<file path="config.mk">
export PLATFORM = sky130hd
export DESIGN_NAME = egt_cordic
export DESIGN_NICKNAME = d
export VERILOG_FILES = /design/src/sv/egt_pkg.sv /design/src/sv/egt_cordic.sv
export SDC_FILE = /design/constraint.sdc
export NUM_CORES = 2
export LEC_CHECK = 0
export BUFFER_PORTS_ARGS = -buffer_cell sky130_fd_sc_hd__buf_2
export CORE_ASPECT_RATIO = 1.1
export CORE_UTILIZATION = 55
export CTS_BUF_LIST = sky130_fd_sc_hd__clkbuf_8 sky130_fd_sc_hd__clkbuf_16
export DETAILED_ROUTE_END_ITERATION = 16
export PLACE_DENSITY_LB_ADDON = 0.08
export REMOVE_ABC_BUFFERS = 1
export SYNTH_ARGS = -nofsm -noshare
export SYNTH_HDL_FRONTEND = slang
export SYNTH_SLANG_ARGS = --single-unit
</file>
<file path="constraint.sdc">
create_clock -name clk -period 13.6 [get_ports clk]
set_clock_uncertainty 0.15 [all_clocks]
set_input_delay 2.72 -clock clk [delete_from_list [all_inputs] [get_ports clk]]
set_output_delay 2.72 -clock clk [all_outputs]
set_load 0.01 [all_outputs]
</file>
<file path="src/sv/egt_pkg.sv">
// shared constants, tables and types of the ellipsoid grid tessellator
package egt_pkg;

  // field and register widths
  localparam int LAT_W      = 8;
  localparam int LON_W      = 9;
  localparam int CNT_W      = 9;
  localparam int RAD_W      = 16;
  localparam int MODE_W     = 2;
  localparam int VTX_W      = 17;
  localparam int SLOT_W     = 19;
  localparam int POS_W      = 17;
  localparam int TEX_W      = 16;
  localparam int NIDX_W     = 3;
  localparam int CFG_IDX_W  = 3;
  localparam int CFG_DATA_W = 16;
  localparam int IN_DATA_W  = 24;
  localparam int OUT_DATA_W = 120;

  // grid limits
  localparam int MAX_LONGITUDES = 256;
  localparam int MAX_LATITUDES  = 256;
  localparam int MIN_GRID       = 3;

  // long division: one integer bit plus fraction bits, a few steps per stage
  localparam int DIV_FRAC_BITS = 33;
  localparam int DIV_STEPS     = 4;
  localparam int DIV_STAGES    = (DIV_FRAC_BITS + DIV_STEPS - 1) / DIV_STEPS;
  localparam int QUO_W         = DIV_FRAC_BITS + 1;
  localparam int TEX_SHIFT     = DIV_FRAC_BITS - TEX_W;

  // cordic in binary turns, 2^32 per turn, q2.30 data path
  localparam int CORDIC_STAGES_DEF = 16;
  localparam int CORDIC_MAX_STAGES = 24;
  localparam int TURN_W = 32;
  localparam int ANG_W  = 34;
  localparam int TRIG_W = 32;
  localparam int Q_FRAC = 30;
  localparam logic signed [ANG_W-1:0] CORDIC_GAIN  = 34'sh026DD3B6A;
  localparam logic signed [ANG_W-1:0] QUARTER_TURN = 34'sh040000000;
  localparam logic signed [ANG_W-1:0] HALF_TURN    = 34'sh080000000;

  localparam logic [TURN_W-1:0] ATAN_TURNS [CORDIC_MAX_STAGES] = '{
    32'h20000000, 32'h12E4051E, 32'h09FB385B, 32'h051111D4,
    32'h028B0D43, 32'h0145D7E1, 32'h00A2F61E, 32'h00517C55,
    32'h0028BE53, 32'h00145F2F, 32'h000A2F98, 32'h000517CC,
    32'h00028BE6, 32'h000145F3, 32'h0000A2FA, 32'h0000517D,
    32'h000028BE, 32'h0000145F, 32'h00000A30, 32'h00000518,
    32'h0000028C, 32'h00000146, 32'h000000A3, 32'h00000051
  };

  // configuration register indexes
  localparam logic [CFG_IDX_W-1:0] CFG_RADIUS_X = 3'd0;
  localparam logic [CFG_IDX_W-1:0] CFG_RADIUS_Y = 3'd1;
  localparam logic [CFG_IDX_W-1:0] CFG_RADIUS_Z = 3'd2;
  localparam logic [CFG_IDX_W-1:0] CFG_LONGS    = 3'd3;
  localparam logic [CFG_IDX_W-1:0] CFG_LATS     = 3'd4;
  localparam logic [CFG_IDX_W-1:0] CFG_MODE     = 3'd5;
  localparam logic [CFG_IDX_W-1:0] CFG_TEX_EN   = 3'd6;

  // register reset values
  localparam logic [RAD_W-1:0]  RADIUS_RST = 16'd256;
  localparam logic [CNT_W-1:0]  LONGS_RST  = 9'd16;
  localparam logic [CNT_W-1:0]  LATS_RST   = 9'd8;
  localparam logic [MODE_W-1:0] MODE_RST   = 2'd2;

  // primitive modes
  localparam logic [MODE_W-1:0] PRIM_POINTS = 2'd0;
  localparam logic [MODE_W-1:0] PRIM_LINES  = 2'd1;
  localparam logic [MODE_W-1:0] PRIM_TRIS   = 2'd2;

  // index records per cell
  localparam logic [NIDX_W-1:0] NIDX_NONE   = 3'd0;
  localparam logic [NIDX_W-1:0] NIDX_POINTS = 3'd1;
  localparam logic [NIDX_W-1:0] NIDX_LINES  = 3'd4;
  localparam logic [NIDX_W-1:0] NIDX_TRIS   = 3'd6;

  typedef struct packed {
    logic [VTX_W-1:0]  vtx;
    logic [SLOT_W-1:0] cbase;
    logic [NIDX_W-1:0] nidx;
  } idx_info_t;

  typedef struct packed {
    logic [TEX_W-1:0] u;
    logic [TEX_W-1:0] v;
  } tex_t;

  typedef struct packed {
    idx_info_t               idx;
    logic signed [POS_W-1:0] px;
    logic signed [POS_W-1:0] py;
    logic signed [POS_W-1:0] pz;
    tex_t                    tex;
  } item_t;

endpackage

</file>
<file path="src/sv/egt_cordic.sv">
// pipelined rotation cordic giving cosine and sine of an angle in turns
module egt_cordic #(
  parameter int STAGES = egt_pkg::CORDIC_STAGES_DEF
) (
  input  logic                              clk,
  input  logic                              en,
  input  logic [egt_pkg::TURN_W-1:0]        turn,
  output logic signed [egt_pkg::TRIG_W-1:0] cos_o,
  output logic signed [egt_pkg::TRIG_W-1:0] sin_o
);
  import egt_pkg::*;

  logic signed [ANG_W-1:0]  x_r [STAGES+1];
  logic signed [ANG_W-1:0]  y_r [STAGES+1];
  logic signed [ANG_W-1:0]  z_r [STAGES];
  logic                     neg_r [STAGES+1];
  logic signed [ANG_W-1:0]  ang;
  logic signed [ANG_W-1:0]  ang_fold;
  logic                     fold_neg;
  logic signed [TRIG_W-1:0] cos_r;
  logic signed [TRIG_W-1:0] sin_r;

  // fold into the right half plane, negate the result later
  always_comb begin
    ang      = ANG_W'(signed'(turn));
    ang_fold = ang;
    fold_neg = 1'b0;
    if (ang > QUARTER_TURN) begin
      ang_fold = ang - HALF_TURN;
      fold_neg = 1'b1;
    end else if (ang < -QUARTER_TURN) begin
      ang_fold = ang + HALF_TURN;
      fold_neg = 1'b1;
    end
  end

  always_ff @(posedge clk) begin
    if (en) begin
      x_r[0]   <= CORDIC_GAIN;
      y_r[0]   <= '0;
      z_r[0]   <= ang_fold;
      neg_r[0] <= fold_neg;
    end
  end

  // one micro-rotation per stage
  for (genvar i = 0; i < STAGES; i++) begin : g_iter
    always_ff @(posedge clk) begin
      if (en) begin
        neg_r[i+1] <= neg_r[i];
        if (z_r[i] >= 0) begin
          x_r[i+1] <= x_r[i] - (y_r[i] >>> i);
          y_r[i+1] <= y_r[i] + (x_r[i] >>> i);
        end else begin
          x_r[i+1] <= x_r[i] + (y_r[i] >>> i);
          y_r[i+1] <= y_r[i] - (x_r[i] >>> i);
        end
      end
    end
    if (i < STAGES - 1) begin : g_angle
      always_ff @(posedge clk) begin
        if (en) begin
          if (z_r[i] >= 0) begin
            z_r[i+1] <= z_r[i] - signed'(ANG_W'(ATAN_TURNS[i]));
          end else begin
            z_r[i+1] <= z_r[i] + signed'(ANG_W'(ATAN_TURNS[i]));
          end
        end
      end
    end
  end

  // undo the fold
  always_ff @(posedge clk) begin
    if (en) begin
      cos_r <= TRIG_W'(neg_r[STAGES] ? -x_r[STAGES] : x_r[STAGES]);
      sin_r <= TRIG_W'(neg_r[STAGES] ? -y_r[STAGES] : y_r[STAGES]);
    end
  end

  assign cos_o = cos_r;
  assign sin_o = sin_r;

endmodule

</file>
### Yosys cells after proc, flatten, opt, wreduce, memory -nomap -nowiden

Memory sizes are Yosys's and may differ from the RTL's.
Cells that the tools add are included.

| storage, ports and cells | value |
|---|---|
| memories | 4 |
| input port bits | 34 |
| register bits after elaboration | 64 |
| RAM bits | 1717 |
| output and inout bits | 64 |
| logic and storage cells | 319 |

| cells by class | value |
|---|---|
| mux-type cells | 151 |
| magnitude comparators | 18 |
| add/sub/neg operators | 97 |
| bitwise gates (word level) | 47 |

Memory list:

| memory | words | width | rd ports | clocked after Yosys merged registers in | write ports | line | text |
|---|---|---|---|---|---|---|---|
| x_r | 17 | 34 | 17 | 0 | 17 | egt_cordic.sv:13 | `logic signed [ANG_W-1:0] x_r [STAGES+1];` |
| y_r | 17 | 34 | 17 | 0 | 17 | egt_cordic.sv:14 | `logic signed [ANG_W-1:0] y_r [STAGES+1];` |
| z_r | 16 | 34 | 16 | 0 | 16 | egt_cordic.sv:15 | `logic signed [ANG_W-1:0] z_r [STAGES];` |
| neg_r | 17 | 1 | 17 | 0 | 17 | egt_cordic.sv:16 | `logic neg_r [STAGES+1];` |

Operators with widths:

| cell | number |
|---|---|
| $mux 34 | 49 |
| $ge 34x1->1 const B | 16 |
| $mux 1 | 100 |
| $add 34x19->34 | 2 |
| $add 34x20->34 | 2 |
| $add 34x21->34 | 2 |
| $add 34x22->34 | 2 |
| $add 34x23->34 | 2 |
| $add 34x24->34 | 2 |
| $add 34x25->34 | 2 |
| $add 34x26->34 | 2 |
| $add 34x27->34 | 2 |
| $add 34x28->34 | 2 |
| $add 34x29->34 | 2 |
| $add 34x30->34 | 2 |
| $add 34x31->34 | 2 |
| $add 34x32->34 | 2 |
| $add 34x33->34 | 2 |
| $sub 34x19->34 | 2 |
| $sub 34x20->34 | 2 |
| $sub 34x21->34 | 2 |
| $sub 34x22->34 | 2 |
| $sub 34x23->34 | 2 |
| $sub 34x24->34 | 2 |
| 48 further kinds | 106 |

### Longest topological paths before layout

| logic depth | value |
|---|---|
| word-level depth | 5 |
| mapped depth | 24 |

### Least setup slack after synthesis

No wires, ideal clock.

| path | value |
|---|---|
| kind | input to register |
| start | input port en |
| end | memory z_r[6][33] (netlist: z_r[3][33]) (data pin) |
| required time | 13.192 ns |
| stages | 20 |
| path slack | 5.728 ns |
| data arrival time | 7.464 ns |
| path through | buf_6 > nand2_2 > clkbuf_1 > clkbuf_1 > clkbuf_1 > buf_1 > clkbuf_1 > ha_1 > a41oi_1 > o21ai_0 > a211oi_2 > o21ai_0 > a31o_2 > a21o_1 > a221o_1 > maj3_1 > a21oi_2 > o21ai_1 > a21oi_1 > xnor2_1 |

RTL lines:

| what | line | text |
|---|---|---|
| start: declaration | egt_cordic.sv:6 | `input logic en,` |
| end: declaration | egt_cordic.sv:15 |  |

==> impl_metrics.tcl <==
set metrics [dict create \
    synth.distinct_cells 99 \
    synth_area_um2 128000 \
    vias 100353 \
    grt_pass1_wl_mm 521 \
    wire_per_inst_um 19.8 \
    async_flop_share_pct 0 \
    timing.slew.headroom_pct 23.6 \
    synth_edf_count 1581 \
    fin_util_pct 59.6 \
    firstDrtPassIters 6 \
    dieArea_um2 235000 \
    start_util_pct 55.5 \
    synth_top_cell_area_share_pct 37.0 \
    place_ws_ns 3.99 \
    dp_hpwl_mm 259 \
    crit_required_ns 14.06 \
    ios 98 \
    max-cap-violations 0 \
    cts_tree "done" \
    ys_seq_elements 1581 \
    grtUsageTotal_pct 27.3 \
    synth-main-ff-cell "edfxtp_1" \
    fp.coreArea_um2 231000 \
    drive_gt1_share_pct 4.56 \
    max_clock_freq_mhz 114 \
    clock-sinks 1581 \
    place_congestion 0.938 \
    fin_crit_sh_pct 64.5 \
    crit_path_end_kind "register" \
    critPathKind "in -> reg" \
    placed_area_um2 132000 \
    cts_buffers 187 \
    grt_pass1_vias 97506 \
    ant_nets 0 \
    clk_pin_slew_ns 0.06 \
    root_buffer "clkbuf_16" \
    port_buffers 97 \
    dieHeight_um 509 \
    cts.path.max_buffers 4 \
    cts_max_level 4 \
    drtIter0Drc 6570 \
    ctsHoldBuffers 0 \
    period_needed_ns 8.78 \
    setup_viol 0 \
    yosysTopAreaCell "edfxtp_1" \
    grt_antenna_before_repair 4 \
    nets 14750 \
    grt_max_degree 161 \
    fillers 19773 \
    cts_setup_buffers 0 \
    hold_viol_final 0 \
    tightest_slew_ns 1.14 \
    rows 185 \
    stdcell_area_um2 138000 \
    cp.arrival_ns 9.24 \
    drc 0 \
    grt_overflow 0 \
    slew_viol_final 0 \
    syn-instance-count 13376 \
    crit_fanout 115 \
    status "finished, final reports clean" \
    fp.dieW_um 463 \
    fin_ws_ns 4.82 \
    cp-start-kind "input port" \
    min_path_type "reg -> reg" \
    syn2layout_area_growth_pct 7.50 \
    final.setup.tns_ns 0 \
    ys_seq_area_share_pct 37.0 \
    synth_warnings 0 \
    post_cts_resized 0 \
    clkLatencyLatePin_ns 0.87 \
    rsz0062_at_grt "no" \
    avgSynthCellArea_um2 9.60 \
    netlist_top_cells_area "edfxtp_1 (37%), ha_1 (12%), xnor2_1 (9.4%)" \
    wirelength_mm 330 \
    via_per_inst 6.03 \
]
-- synthesized netlist by cell type (all sizes together), types with 92 or more instances --
master,number
and3,138
o31ai,155
edfxtp,1581
a211oi,92
nor3,257
o21bai,147
nand2,834
or3,115
clkbuf,248
nand2b,186
nand3,226
a21oi,1384
o21ai,800
nor2,968
inv,590
xnor2,1383
o21a,158
ha,1281
a31oi,134
a21o,658
xor2,625
nor2b,168
nand4,96
-- metal layers --
layer	share of wire (%)	global-route usage [%]
met1	42	33.7
met4	3.8	10.2
met2	50	49.1
met3	3.9	2.50
met5	0	0
-- metrics by stage --
stage / instances / hold WS [ns]
after floorplan: 13050 / 0.250
after global placement: 16293 / 0.252
after detailed placement: 16293 / 0.255
after CTS: 16629 / 0.266
after global routing: 16630 / 0.271
final: 16631 / 0.263
-- worst max-delay path: stages --
cell       delay [ns]
buf_12           0.39
buf_12           0.49
nand2_2          0.58
inv_2            0.78
buf_4            0.54
xnor2_1          0.18
ha_1             0.24
a2bb2oi_1        0.16
o221ai_1         0.24
a31oi_1          0.24
o221ai_1         0.22
o21ai_0          0.28
a211oi_1         0.11
nor3_1           0.41
a41oi_1          0.27
o21ai_1          0.39
a21oi_1          0.13
maj3_1           0.38
xnor2_1          0.14
-- cell type report --
| type | count | area, µm² | area share (%) |
|---|---|---|---|
| Multi-Input combinational cell | 10874 | 77500 | 56.1 |
| Sequential cell | 1581 | 47500 | 34.4 |
| Clock buffer | 191 | 4780 | 3.46 |
| Tap cell | 3085 | 3860 | 2.80 |
| Inverter | 595 | 2230 | 1.62 |
| Clock inverter | 145 | 1220 | 0.881 |
| Timing Repair Buffer | 158 | 1010 | 0.731 |
| Antenna cell | 2 | 5.00 | 0.00363 |
-- cell families after synthesis --
family / synth area share, %
buf+inv: 2.71
mux: 0.851
simple gates: 12.4
fa+ha+maj: 13.3
compound gates: 20.1
flops: 37.0
xor+xnor: 13.7
-- sequential cells by signal, summed over array words and instances, names as in the netlist --
register,flops
sin_o,32
x_r,482
z_r,509
y_r,509
cos_o,32
neg_r,17
-- placed cells by master, fill, tap and decap left out, types with 257 or more instances in the layout --
cell type / instances
edfxtp_1: 1581
inv_1: 608
a21oi_1: 1380
nor2_1: 968
o21ai_0: 782
ha_1: 1281
nand2_1: 826
xor2_1: 625
xnor2_1: 1383
nor3_1: 257
a21o_1: 658
-- final timing paths --
check                                 from         end  slack [ns]  cells after the start
worst max-delay path                    en  z_r[3][28]        4.82                     19
worst max register to register  z_r[4][33]  z_r[4][67]        7.26                     16
worst min register to register  z_r[0][27]  z_r[0][61]        0.26                      0
worst min-delay path            z_r[0][27]  z_r[0][61]        0.26                      0
Power is left out: the tool's default activity adds up to more than one toggle a clock period on the data nets, which glitch-free logic cannot reach.
