### config.mk
export PLATFORM = sky130hd
export DESIGN_NAME = egt_div
export DESIGN_NICKNAME = d
export VERILOG_FILES = /design/src/sv/egt_pkg.sv /design/src/sv/egt_div.sv
export SDC_FILE = /design/constraint.sdc
export NUM_CORES = 1
export LEC_CHECK = 0
export BUFFER_PORTS_ARGS = -buffer_cell sky130_fd_sc_hd__buf_2
export CORE_MARGIN = 1.5
export CORE_UTILIZATION = 55
export CTS_CLUSTER_DIAMETER = 30
export CTS_CLUSTER_SIZE = 20
export DETAILED_ROUTE_END_ITERATION = 6
export GPL_TIMING_DRIVEN = 0
export HOLD_SLACK_MARGIN = 0.03
export PLACE_DENSITY = 0.73
export SKIP_CTS_REPAIR_TIMING = 1
export SYNTH_ARGS = -nofsm -noshare
export SYNTH_HDL_FRONTEND = slang
export SYNTH_SLANG_ARGS = --single-unit
### constraint.sdc
create_clock -name clk -period 30.1 [get_ports clk]
set_clock_uncertainty 0.2 [all_clocks]
set_input_delay 6.02 -clock clk [delete_from_list [all_inputs] [get_ports clk]]
set_output_delay 6.02 -clock clk [all_outputs]
set_load 0.005 [all_outputs]
### src/sv/egt_pkg.sv
// shared constants, tables and types of the ellipsoid grid tessellator
package egt_pkg;

  // field and register widths
  localparam int LAT_W      = 8;
  localparam int LON_W      = 9;
  localparam int CNT_W      = 9;
  localparam int RAD_W      = 16;
  localparam int MODE_W     = 2;
  localparam int VTX_W      = 17;
  localparam int SLOT_W     = 19;
  localparam int POS_W      = 17;
  localparam int TEX_W      = 16;
  localparam int NIDX_W     = 3;
  localparam int CFG_IDX_W  = 3;
  localparam int CFG_DATA_W = 16;
  localparam int IN_DATA_W  = 24;
  localparam int OUT_DATA_W = 120;

  // grid limits
  localparam int MAX_LONGITUDES = 256;
  localparam int MAX_LATITUDES  = 256;
  localparam int MIN_GRID       = 3;

  // long division: one integer bit plus fraction bits, a few steps per stage
  localparam int DIV_FRAC_BITS = 33;
  localparam int DIV_STEPS     = 4;
  localparam int DIV_STAGES    = (DIV_FRAC_BITS + DIV_STEPS - 1) / DIV_STEPS;
  localparam int QUO_W         = DIV_FRAC_BITS + 1;
  localparam int TEX_SHIFT     = DIV_FRAC_BITS - TEX_W;

  // cordic in binary turns, 2^32 per turn, q2.30 data path
  localparam int CORDIC_STAGES_DEF = 16;
  localparam int CORDIC_MAX_STAGES = 24;
  localparam int TURN_W = 32;
  localparam int ANG_W  = 34;
  localparam int TRIG_W = 32;
  localparam int Q_FRAC = 30;
  localparam logic signed [ANG_W-1:0] CORDIC_GAIN  = 34'sh026DD3B6A;
  localparam logic signed [ANG_W-1:0] QUARTER_TURN = 34'sh040000000;
  localparam logic signed [ANG_W-1:0] HALF_TURN    = 34'sh080000000;

  localparam logic [TURN_W-1:0] ATAN_TURNS [CORDIC_MAX_STAGES] = '{
    32'h20000000, 32'h12E4051E, 32'h09FB385B, 32'h051111D4,
    32'h028B0D43, 32'h0145D7E1, 32'h00A2F61E, 32'h00517C55,
    32'h0028BE53, 32'h00145F2F, 32'h000A2F98, 32'h000517CC,
    32'h00028BE6, 32'h000145F3, 32'h0000A2FA, 32'h0000517D,
    32'h000028BE, 32'h0000145F, 32'h00000A30, 32'h00000518,
    32'h0000028C, 32'h00000146, 32'h000000A3, 32'h00000051
  };

  // configuration register indexes
  localparam logic [CFG_IDX_W-1:0] CFG_RADIUS_X = 3'd0;
  localparam logic [CFG_IDX_W-1:0] CFG_RADIUS_Y = 3'd1;
  localparam logic [CFG_IDX_W-1:0] CFG_RADIUS_Z = 3'd2;
  localparam logic [CFG_IDX_W-1:0] CFG_LONGS    = 3'd3;
  localparam logic [CFG_IDX_W-1:0] CFG_LATS     = 3'd4;
  localparam logic [CFG_IDX_W-1:0] CFG_MODE     = 3'd5;
  localparam logic [CFG_IDX_W-1:0] CFG_TEX_EN   = 3'd6;

  // register reset values
  localparam logic [RAD_W-1:0]  RADIUS_RST = 16'd256;
  localparam logic [CNT_W-1:0]  LONGS_RST  = 9'd16;
  localparam logic [CNT_W-1:0]  LATS_RST   = 9'd8;
  localparam logic [MODE_W-1:0] MODE_RST   = 2'd2;

  // primitive modes
  localparam logic [MODE_W-1:0] PRIM_POINTS = 2'd0;
  localparam logic [MODE_W-1:0] PRIM_LINES  = 2'd1;
  localparam logic [MODE_W-1:0] PRIM_TRIS   = 2'd2;

  // index records per cell
  localparam logic [NIDX_W-1:0] NIDX_NONE   = 3'd0;
  localparam logic [NIDX_W-1:0] NIDX_POINTS = 3'd1;
  localparam logic [NIDX_W-1:0] NIDX_LINES  = 3'd4;
  localparam logic [NIDX_W-1:0] NIDX_TRIS   = 3'd6;

  typedef struct packed {
    logic [VTX_W-1:0]  vtx;
    logic [SLOT_W-1:0] cbase;
    logic [NIDX_W-1:0] nidx;
  } idx_info_t;

  typedef struct packed {
    logic [TEX_W-1:0] u;
    logic [TEX_W-1:0] v;
  } tex_t;

  typedef struct packed {
    idx_info_t               idx;
    logic signed [POS_W-1:0] px;
    logic signed [POS_W-1:0] py;
    logic signed [POS_W-1:0] pz;
    tex_t                    tex;
  } item_t;

endpackage

### src/sv/egt_div.sv
// pipelined restoring long division of a grid number by a grid count
module egt_div (
  input  logic                        clk,
  input  logic                        en,
  input  logic [egt_pkg::CNT_W-1:0]   num,
  input  logic [egt_pkg::CNT_W-1:0]   den,
  output logic [egt_pkg::QUO_W-1:0]   quo
);
  import egt_pkg::*;

  logic [CNT_W-1:0] rem_r [DIV_STAGES];
  logic [QUO_W-1:0] quo_r [DIV_STAGES];

  for (genvar s = 0; s < DIV_STAGES; s++) begin : g_stage
    logic [CNT_W-1:0] rem_in;
    logic [CNT_W-1:0] rem_nxt;
    logic [QUO_W-1:0] quo_in;
    logic [QUO_W-1:0] quo_nxt;

    // integer bit ahead of the first stage
    if (s == 0) begin : g_first
      logic int_ge;
      assign int_ge = (num >= den);
      assign rem_in = int_ge ? (num - den) : num;
      assign quo_in = QUO_W'(int_ge);
    end else begin : g_next
      assign rem_in = rem_r[s-1];
      assign quo_in = quo_r[s-1];
    end

    // one fraction bit per step
    always_comb begin
      logic [CNT_W:0] dbl;
      dbl     = '0;
      rem_nxt = rem_in;
      quo_nxt = quo_in;
      for (int k = 0; k < DIV_STEPS; k++) begin
        if (s * DIV_STEPS + k < DIV_FRAC_BITS) begin
          dbl = {rem_nxt, 1'b0};
          if (dbl >= {1'b0, den}) begin
            rem_nxt = CNT_W'(dbl - {1'b0, den});
            quo_nxt = {quo_nxt[QUO_W-2:0], 1'b1};
          end else begin
            rem_nxt = dbl[CNT_W-1:0];
            quo_nxt = {quo_nxt[QUO_W-2:0], 1'b0};
          end
        end
      end
    end

    always_ff @(posedge clk) begin
      if (en) begin
        rem_r[s] <= rem_nxt;
        quo_r[s] <= quo_nxt;
      end
    end
  end

  assign quo = quo_r[DIV_STAGES-1];

endmodule

# Word level (Yosys, flattened, before mapping)
# Memory sizes are Yosys's and may differ from the RTL's.
# Index checks and enable logic that the tools add are counted.
# W data, S select, Z words.
[totals]
n_memories = 2
output_inout_bits = 34
elab_cells = 139
latch_bits = 0
romBits = 0
input_bits = 20
ramBits = 387
reg_bits = 0
[op_classes]
mul = 0
shifts = 0
n_reduce_logical = 0
add_sub_neg = 34
eq_ne = 0
bitwise = 0
order_cmp = 34
div_mod_pow = 0
muxes = 69
[mem_list]
columns = ["memory", "depth", "word_bits", "rd", "rd_clocked_by_memory_dff", "write_ports", "line", "text"]
rows = [
  ["quo_r", 9, 34, 9, 0, 9, "egt_div.sv:12", "logic [QUO_W-1:0] quo_r [DIV_STAGES];"],
  ["rem_r", 9, 9, 8, 0, 9, "egt_div.sv:11", "logic [CNT_W-1:0] rem_r [DIV_STAGES];"],
]
[ops]
columns = ["cell", "n"]
rows = [
  ["$ge A10 B9 Y1", 33],
  ["$mux W9", 34],
  ["$sub A9 B9 Y9", 34],
  ["$mux W1", 35],
  ["$ge A9 B9 Y1", 1],
]

# Depth between registers and ports, before layout
# Gate-level depths: netlist of run 1.
[logic_depth]
depth_word = 10
mapped_depth = 53
depth_no_buf = 49

# Worst setup path after synthesis of run 1
# No wires, ideal clock.
[synth_timing]
path_kind = "input to register"
startpoint = "input den[1] (netlist name)"
endpoint = "memory rem_r[0][2], data pin"
n_path_buf = 4
path_stages = 48
path_slack_ns = 12.962
setup_ns = 0.260
required_time_ns = 29.640
arrival_ns = 16.678
path_cell_list = "buf_4 > buf_2 > inv_1 > ha_1 > nor2b_1 > o31ai_2 > a211o_1 > and2_0 > buf_2 > inv_1 > nand2_1 > o21ai_0 > fa_1 > nand2b_1 > a211oi_1 > o31ai_1 > o311a_2 > and3_1 > [... 12 more ...] > or2_2 > a21oi_1 > a211oi_1 > or3_1 > a2111o_1 > nand2_4 > nor2_1 > ha_1 > o21bai_1 > a21o_1 > a21o_1 > a221o_1 > a221o_1 > a21oi_1 > nand3_1 > o31ai_4 > inv_2 > mux2_4"
[synth_lines]
columns = ["item", "line", "text"]
rows = [
  ["start, declared", "egt_div.sv:6", "input logic [egt_pkg::CNT_W-1:0] den,"],
  ["end, declared", "egt_div.sv:11", ""],
]

==> reports/results.md, run 1 <==
| Quantity | Value |
|---|---|
| Largest driver fanout on the critical path | 24 |
| Internal reg-to-reg setup slack | 19.82 ns |
| Post-Place Worst Slack | 10.40 ns |
| Die boundary height | 205 um |
| Gate Count Post-Synth | 2196 |
| Final-layout fill cell count | 3099 |
| Sinks on Clock Net | 258 |
| Final setup violation count | 0 |
| Number of H-tree levels | 3 |
| Type of element capturing the critical path | flip-flop |
| Fraction of registers with async set/reset | 0 |
| Growth of design area from synthesis to finish | 15.3% |
| Highest-count cells in the layout ignoring fill and taps | ha_1 (281), edfxtp_1 (258), a21oi_1 (198) |
| Worst Max-Slew Pin Slew | 0.973 ns |
| Yosys Warn Count | 0 |
| Worst stage delay on the critical path | 0.76 ns |
| Area of the multi-input gates | 14200 sq um |
| Largest net degree at the start of global routing | 103 |
| Setup repair after global routing missed its margin | false |
| Clock edge transition at the registers on the reported setup and hold paths | 0.05 ns |
| Clock latency reported for the late side of the worst-skew pair | 0.59 ns |
| Horizontal die dimension | 205 um |
| Global routing usage summed across all routing layers | 0.268 |
| Number of remaining DRC errors | 0 |
| Outcome | complete, no violations |
| Total negative slack for setup checks | 0 ns |
| 1st-pass router iterations | 6 |
| Arrival time reported for the critical path endpoint | 19.43 ns |
| Number of buffers created by CTS | 67 |
| Via count of the first global-routing pass | 18000 |
| Area of all sequential standard cells | 7750 sq um |
| #FFs+latches synth | 258 |
| Core region area | 40100 sq um |
| Number of nets in the final layout | 2638 |
| Number of I/O pins | 54 |
| Type of the worst setup path | in -> reg |
| Most common cell after layout, fill and taps aside | ha_1 |
| Number of cells on the worst reg-to-reg path | 35 |
| Wire length per cell | 19.2 um |
| Clock root buffer | clkbuf_16 |
| Worst hold path startpoint | quo_r[0][249] |
| Routed wire length | 55800 um |
| Violation count after the first detailed-route iteration | 1309 |
| Number of antenna diodes | 0 |
| Startpoint of the worst register-to-register path | rem_r[0][0] |
| Final worst setup slack | 10.79 ns |
| Time the final worst path needs with I/O delays and setup | 19.31 ns |
| Number of distinct library cell variants in the gate-level netlist after synthesis | 91 |
| Longest Clk Path Bufs | 3 |
| Number of flops mapped to enable cells by yosys | 258 |
| Cell depth of the worst hold path | 0 |
| Die outline area | 42200 sq um |
| Antenna violations before repair | 0 |
| Synthesized netlist net count | 2506 |
| Max-cap violations | 0 |
| CTS tree | done |
| Max-slew violations | 0 |
| Synth Cell Area | 22500 sq um |
| Endpoint, Worst Hold | quo_r[0][284] |
| Post-synthesis area per instance | 10.3 sq um |
| Routed via count divided by cell count | 6.16 |
| Detailed placer's ending HPWL | 39200 um |
| Vias | 17900 |
| Post-synthesis sequential area ratio | 0.344 |
| Maximum operating frequency | 0.0518 GHz |
| Remaining antenna violation count after routing | 0 |
| Number of buffers added on ports | 53 |
| Most used DFF post-synth | edfxtp_1 |
| GPL Wtd Cong | 0.888 |
| Number of buffer and inverter stages on the critical path | 17 |
| Worst slew margin relative to its limit | 0.351 |
| Remaining global-route overflow | 0 |
| Starting density of the core | 0.562 |
| Kind of cell adding the most delay to the critical path | buffers and inverters |
| Share of the cycle needed by the critical path after routing | 0.641 |
| Critical path's most frequent cell | buf_2 |
| Cell type of the slowest stage on the worst timing path | buf_2 |
| R2R Path End | rem_r[0][13] |
| Fraction of layout cells with a size suffix above 1 | 0.164 |
| Row count | 73 |
| Critical path data required time | 30.22 ns |
| Worst min path class | reg -> reg |
| Final Hold Viols | 0 |
| Wire length of the first global-routing pass | 90000 um |
| Sort of element at the start of the critical path | primary input |
## sequential cells by signal, indices dropped and copies added (netlist names)
signal,cells
quo_r,186
rem_r,72
## worst reg2reg max path: cells and delay by family, from the launching register on
kind / cells / cell delay (ns)
flops: 1 / 0.44
compound gates: 16 / 4.31
fa+ha+maj: 4 / 1.51
mux: 2 / 0.71
buf+inv: 7 / 1.37
simple gates: 6 / 1.49
## synthesized netlist by cell type (26+ instances only)
| cell | number | area, sq um |
|---|---|---|
| a21o_1 | 99 | 743 |
| a21oi_1 | 198 | 991 |
| edfxtp_1 | 258 | 7750 |
| ha_1 | 281 | 3520 |
| inv_1 | 95 | 357 |
| mux2_2 | 126 | 1420 |
| nand2_1 | 89 | 334 |
| nand2b_1 | 36 | 225 |
| nand3_1 | 27 | 135 |
| nor2_1 | 132 | 495 |
| nor2b_1 | 40 | 250 |
| nor3_1 | 33 | 165 |
| o21a_1 | 26 | 195 |
| o21ai_0 | 109 | 546 |
| o21bai_1 | 43 | 323 |
| xnor2_1 | 110 | 963 |
| xor2_1 | 95 | 832 |
## layer usage
layer | share of wire | GRT usage | up-vias
met2 | 0.46 | 0.435 | 513
met5 | 0 | 0 | -
met1 | 0.45 | 0.349 | 8556
met3 | 0.055 | 0.0488 | 161
li1 | - | - | 8657
met4 | 0.037 | 0.118 | 0
## logic make-up after synthesis
group	after synthesis	synth area share
AOI/OAI and AO/OA	671	0.203
adders and majority gates	290	0.164
xor gates and xnor gates	205	0.0796
muxes	150	0.0745
and+or+nand+nor	483	0.110
DFF	258	0.344
buffers and inverters	139	0.0252
## per-stage QoR
| step | instances | cell area [sq um] | hold WS, ns | util |
|---|---|---|---|---|
| after detailed placement | 2784 | 23700 | 0.205 | 0.591 |
| after global placement | 2774 | 23500 | 0.201 | 0.585 |
| after global routing | 2906 | 26000 | 0.209 | 0.649 |
| after CTS | 2906 | 26000 | 0.207 | 0.649 |
| final | 2906 | 26000 | 0.207 | 0.649 |
| after floorplan | 2196 | 22500 | 0.200 | - |
## worst max-delay path by stage
stage                       from           end  depth (start not counted)
after floorplan           den[1]   rem_r[0][2]                         48
after global placement    den[0]  rem_r[0][16]                         45
after detailed placement  den[0]  rem_r[0][13]                         45
after CTS                 den[0]  rem_r[0][13]                         45
after global routing      den[0]  rem_r[0][15]                         45
final                     den[0]  rem_r[0][13]                         45
## area by class of cell
class / count / share of cell area
Clock buffer: 72 / 0.0668
Timing Repair Buffer: 63 / 0.0189
Multi-Input combinational cell: 1799 / 0.547
Inverter: 105 / 0.0155
Clock inverter: 50 / 0.0220
Tap cell: 525 / 0.0253
Sequential cell: 258 / 0.298
Buffer: 34 / 0.00640
Power of run 1 is not shown: default switching activity piles up to over one toggle a cycle in this logic, so the estimate is an artifact.
==> run 2: changes to the inputs <==
--- a/config.mk
+++ b/config.mk
@@ -13,7 +13,7 @@
 export DETAILED_ROUTE_END_ITERATION = 6
 export GPL_TIMING_DRIVEN = 0
 export HOLD_SLACK_MARGIN = 0.03
-export PLACE_DENSITY = 0.73
+export PLACE_DENSITY = 0.76
 export SKIP_CTS_REPAIR_TIMING = 1
 export SYNTH_ARGS = -nofsm -noshare
 export SYNTH_HDL_FRONTEND = slang
==> constraint.sdc (replaced) <==
create_clock -name clk -period 17 [get_ports clk]
set_clock_uncertainty 0.2 [all_clocks]
set_input_delay 3.4 -clock clk [delete_from_list [all_inputs] [get_ports clk]]
set_output_delay 3.4 -clock clk [all_outputs]
set_load 0.005 [all_outputs]
==> run 2 against run 1 <==
Routed wire length shrank 1.6%. Flip-flop and latch count is the same. Utilization shrank 0.76 points. Via count shrank 0.19%. Critical path depth shrank 2. Global-route usage shrank 0.51 points. Register-to-register slack lost 13 ns. Die area is the same. Final cell count shrank 0.41%. Critical endpoint is now rem_r[0][31]. Largest cell class unchanged.
==> reports/results.md, run 2 (synthesis results as in run 1) <==
| Quantity | Value |
|---|---|
| Global routing usage summed across all routing layers | 0.263 |
| Number of remaining DRC errors | 0 |
| Via count of the first global-routing pass | 17700 |
| Outcome | complete, no violations |
| Number of buffers added on ports | 53 |
| Routed wire length | 54900 um |
| Max-cap violations | 0 |
| Remaining global-route overflow | 0 |
| Final worst setup slack | 0.493 ns |
| Reg with most FFs | quo_r |
| Post-Place Worst Slack | 0.0726 ns |
| Final design area excluding fillers | 25700 sq um |
| CTS tree | done |
| Time the final worst path needs with I/O delays and setup | 16.51 ns |
| Sinks on Clock Net | 258 |
| Growth of design area from synthesis to finish | 14.0% |
| Type of element capturing the critical path | flip-flop |
| Largest driver fanout on the critical path | 24 |
| Number of I/O pins | 54 |
| Number of antenna diodes | 0 |
| Worst slew margin relative to its limit | 0.390 |
| Setup repair after global routing missed its margin | false |
| Antenna violations before repair | 0 |
| Core region area | 40100 sq um |
| Wire length of the first global-routing pass | 88600 um |
| Clock latency reported for the late side of the worst-skew pair | 0.62 ns |
| Maximum operating frequency | 0.0606 GHz |
| Longest Clk Path Bufs | 3 |
| Clock edge transition at the registers on the reported setup and hold paths | 0.06 ns |
| Final Hold Viols | 0 |
| Horizontal die dimension | 205 um |
| Remaining antenna violation count after routing | 0 |
| DP Area | 23700 sq um |
| GPL Wtd Cong | 0.867 |
| Number of flip-flops under the largest register name | 186 |
| Fraction of layout cells with a size suffix above 1 | 0.163 |
| Most common cell after layout, fill and taps aside | ha_1 |
| Routed via count divided by cell count | 6.17 |
| Starting density of the core | 0.562 |
| Worst setup startpoint | den[0] |
| Sort of element at the start of the critical path | primary input |
| Worst hold path startpoint | quo_r[0][151] |
| Worst stage delay on the critical path | 0.56 ns |
| Clock root buffer | clkbuf_16 |
| 1st-pass router iterations | 7 |
| Number of H-tree levels | 2 |
| Number of nets in the final layout | 2630 |
| Worst Max-Slew Pin Slew | 0.914 ns |
| Util after Layout | 0.641 |
| Non-filler cells in the finished layout | 2894 |
| Detailed placer's ending HPWL | 38500 um |
| Row count | 73 |
| Final setup violation count | 0 |
| Arrival time reported for the critical path endpoint | 16.65 ns |
| Cell count after placement | 2784 |
| Vias | 17900 |
| Die boundary height | 205 um |
| Max-slew violations | 0 |
| Cell type of the slowest stage on the worst timing path | fa_1 |
| Largest net degree at the start of global routing | 132 |
| Wire length per cell | 19.0 um |
| Type of the worst setup path | in -> reg |
| Number of buffers created by CTS | 59 |
| Startpoint of the worst register-to-register path | rem_r[0][18] |
| Highest-count cells in the layout ignoring fill and taps | ha_1 (281), edfxtp_1 (258), a21oi_1 (196) |
| Violation count after the first detailed-route iteration | 1092 |
| Registers with the most flip-flops | quo_r (186), rem_r (72) |
| Critical path data required time | 17.15 ns |
| Die outline area | 42200 sq um |
| Worst min path class | reg -> reg |
| Share of the cycle needed by the critical path after routing | 0.971 |
-- run 2: worst max-delay path, delay by kind of cell --
kind	cells	cell delay, ns
multiplexers	3	1.17
buffers and inverters	13	4.72
AND/OR/NAND/NOR	5	0.88
AO/OA/AOI/OAI	18	5.06
adder cells (fa/ha/maj)	4	1.37
-- run 2: area by class of cell --
type	instances	area, sq um
repair buffers	63	490
well taps	525	657
clock inverters	48	500
plain buffers	34	169
fillers	3137	14400
flip-flops and latches	258	7750
multi-input cells	1799	14200
clock buffers	62	1490
inverters	105	404
-- run 2: stage by stage --
step	TNS [ns]	hold WS (ns)
final	0	0.204
after global routing	0	0.213
after CTS	0	0.202
after detailed placement	0	0.205
after global placement	-14.66	0.201
after floorplan	0	0.200
-- run 2: path summary, 6_finish.rpt --
kind / depth (start not counted) / end / slack, ns
setup / recovery: 43 / rem_r[0][31] / 0.49
hold / removal: 0 / quo_r[0][189] / 0.20
setup reg to reg: 33 / rem_r[0][31] / 6.83
hold reg to reg: 0 / quo_r[0][189] / 0.20
-- run 2: metal layers --
layer / track usage / up-vias / wire length [um]
li1: - / 8633 / -
met1: 0.350 / 8532 / 24900
met2: 0.426 / 556 / 25200
met3: 0.0461 / 132 / 3130
met4: 0.102 / 0 / 1680
met5: 0 / - / 0
Power of run 2 is left out for the same reason.
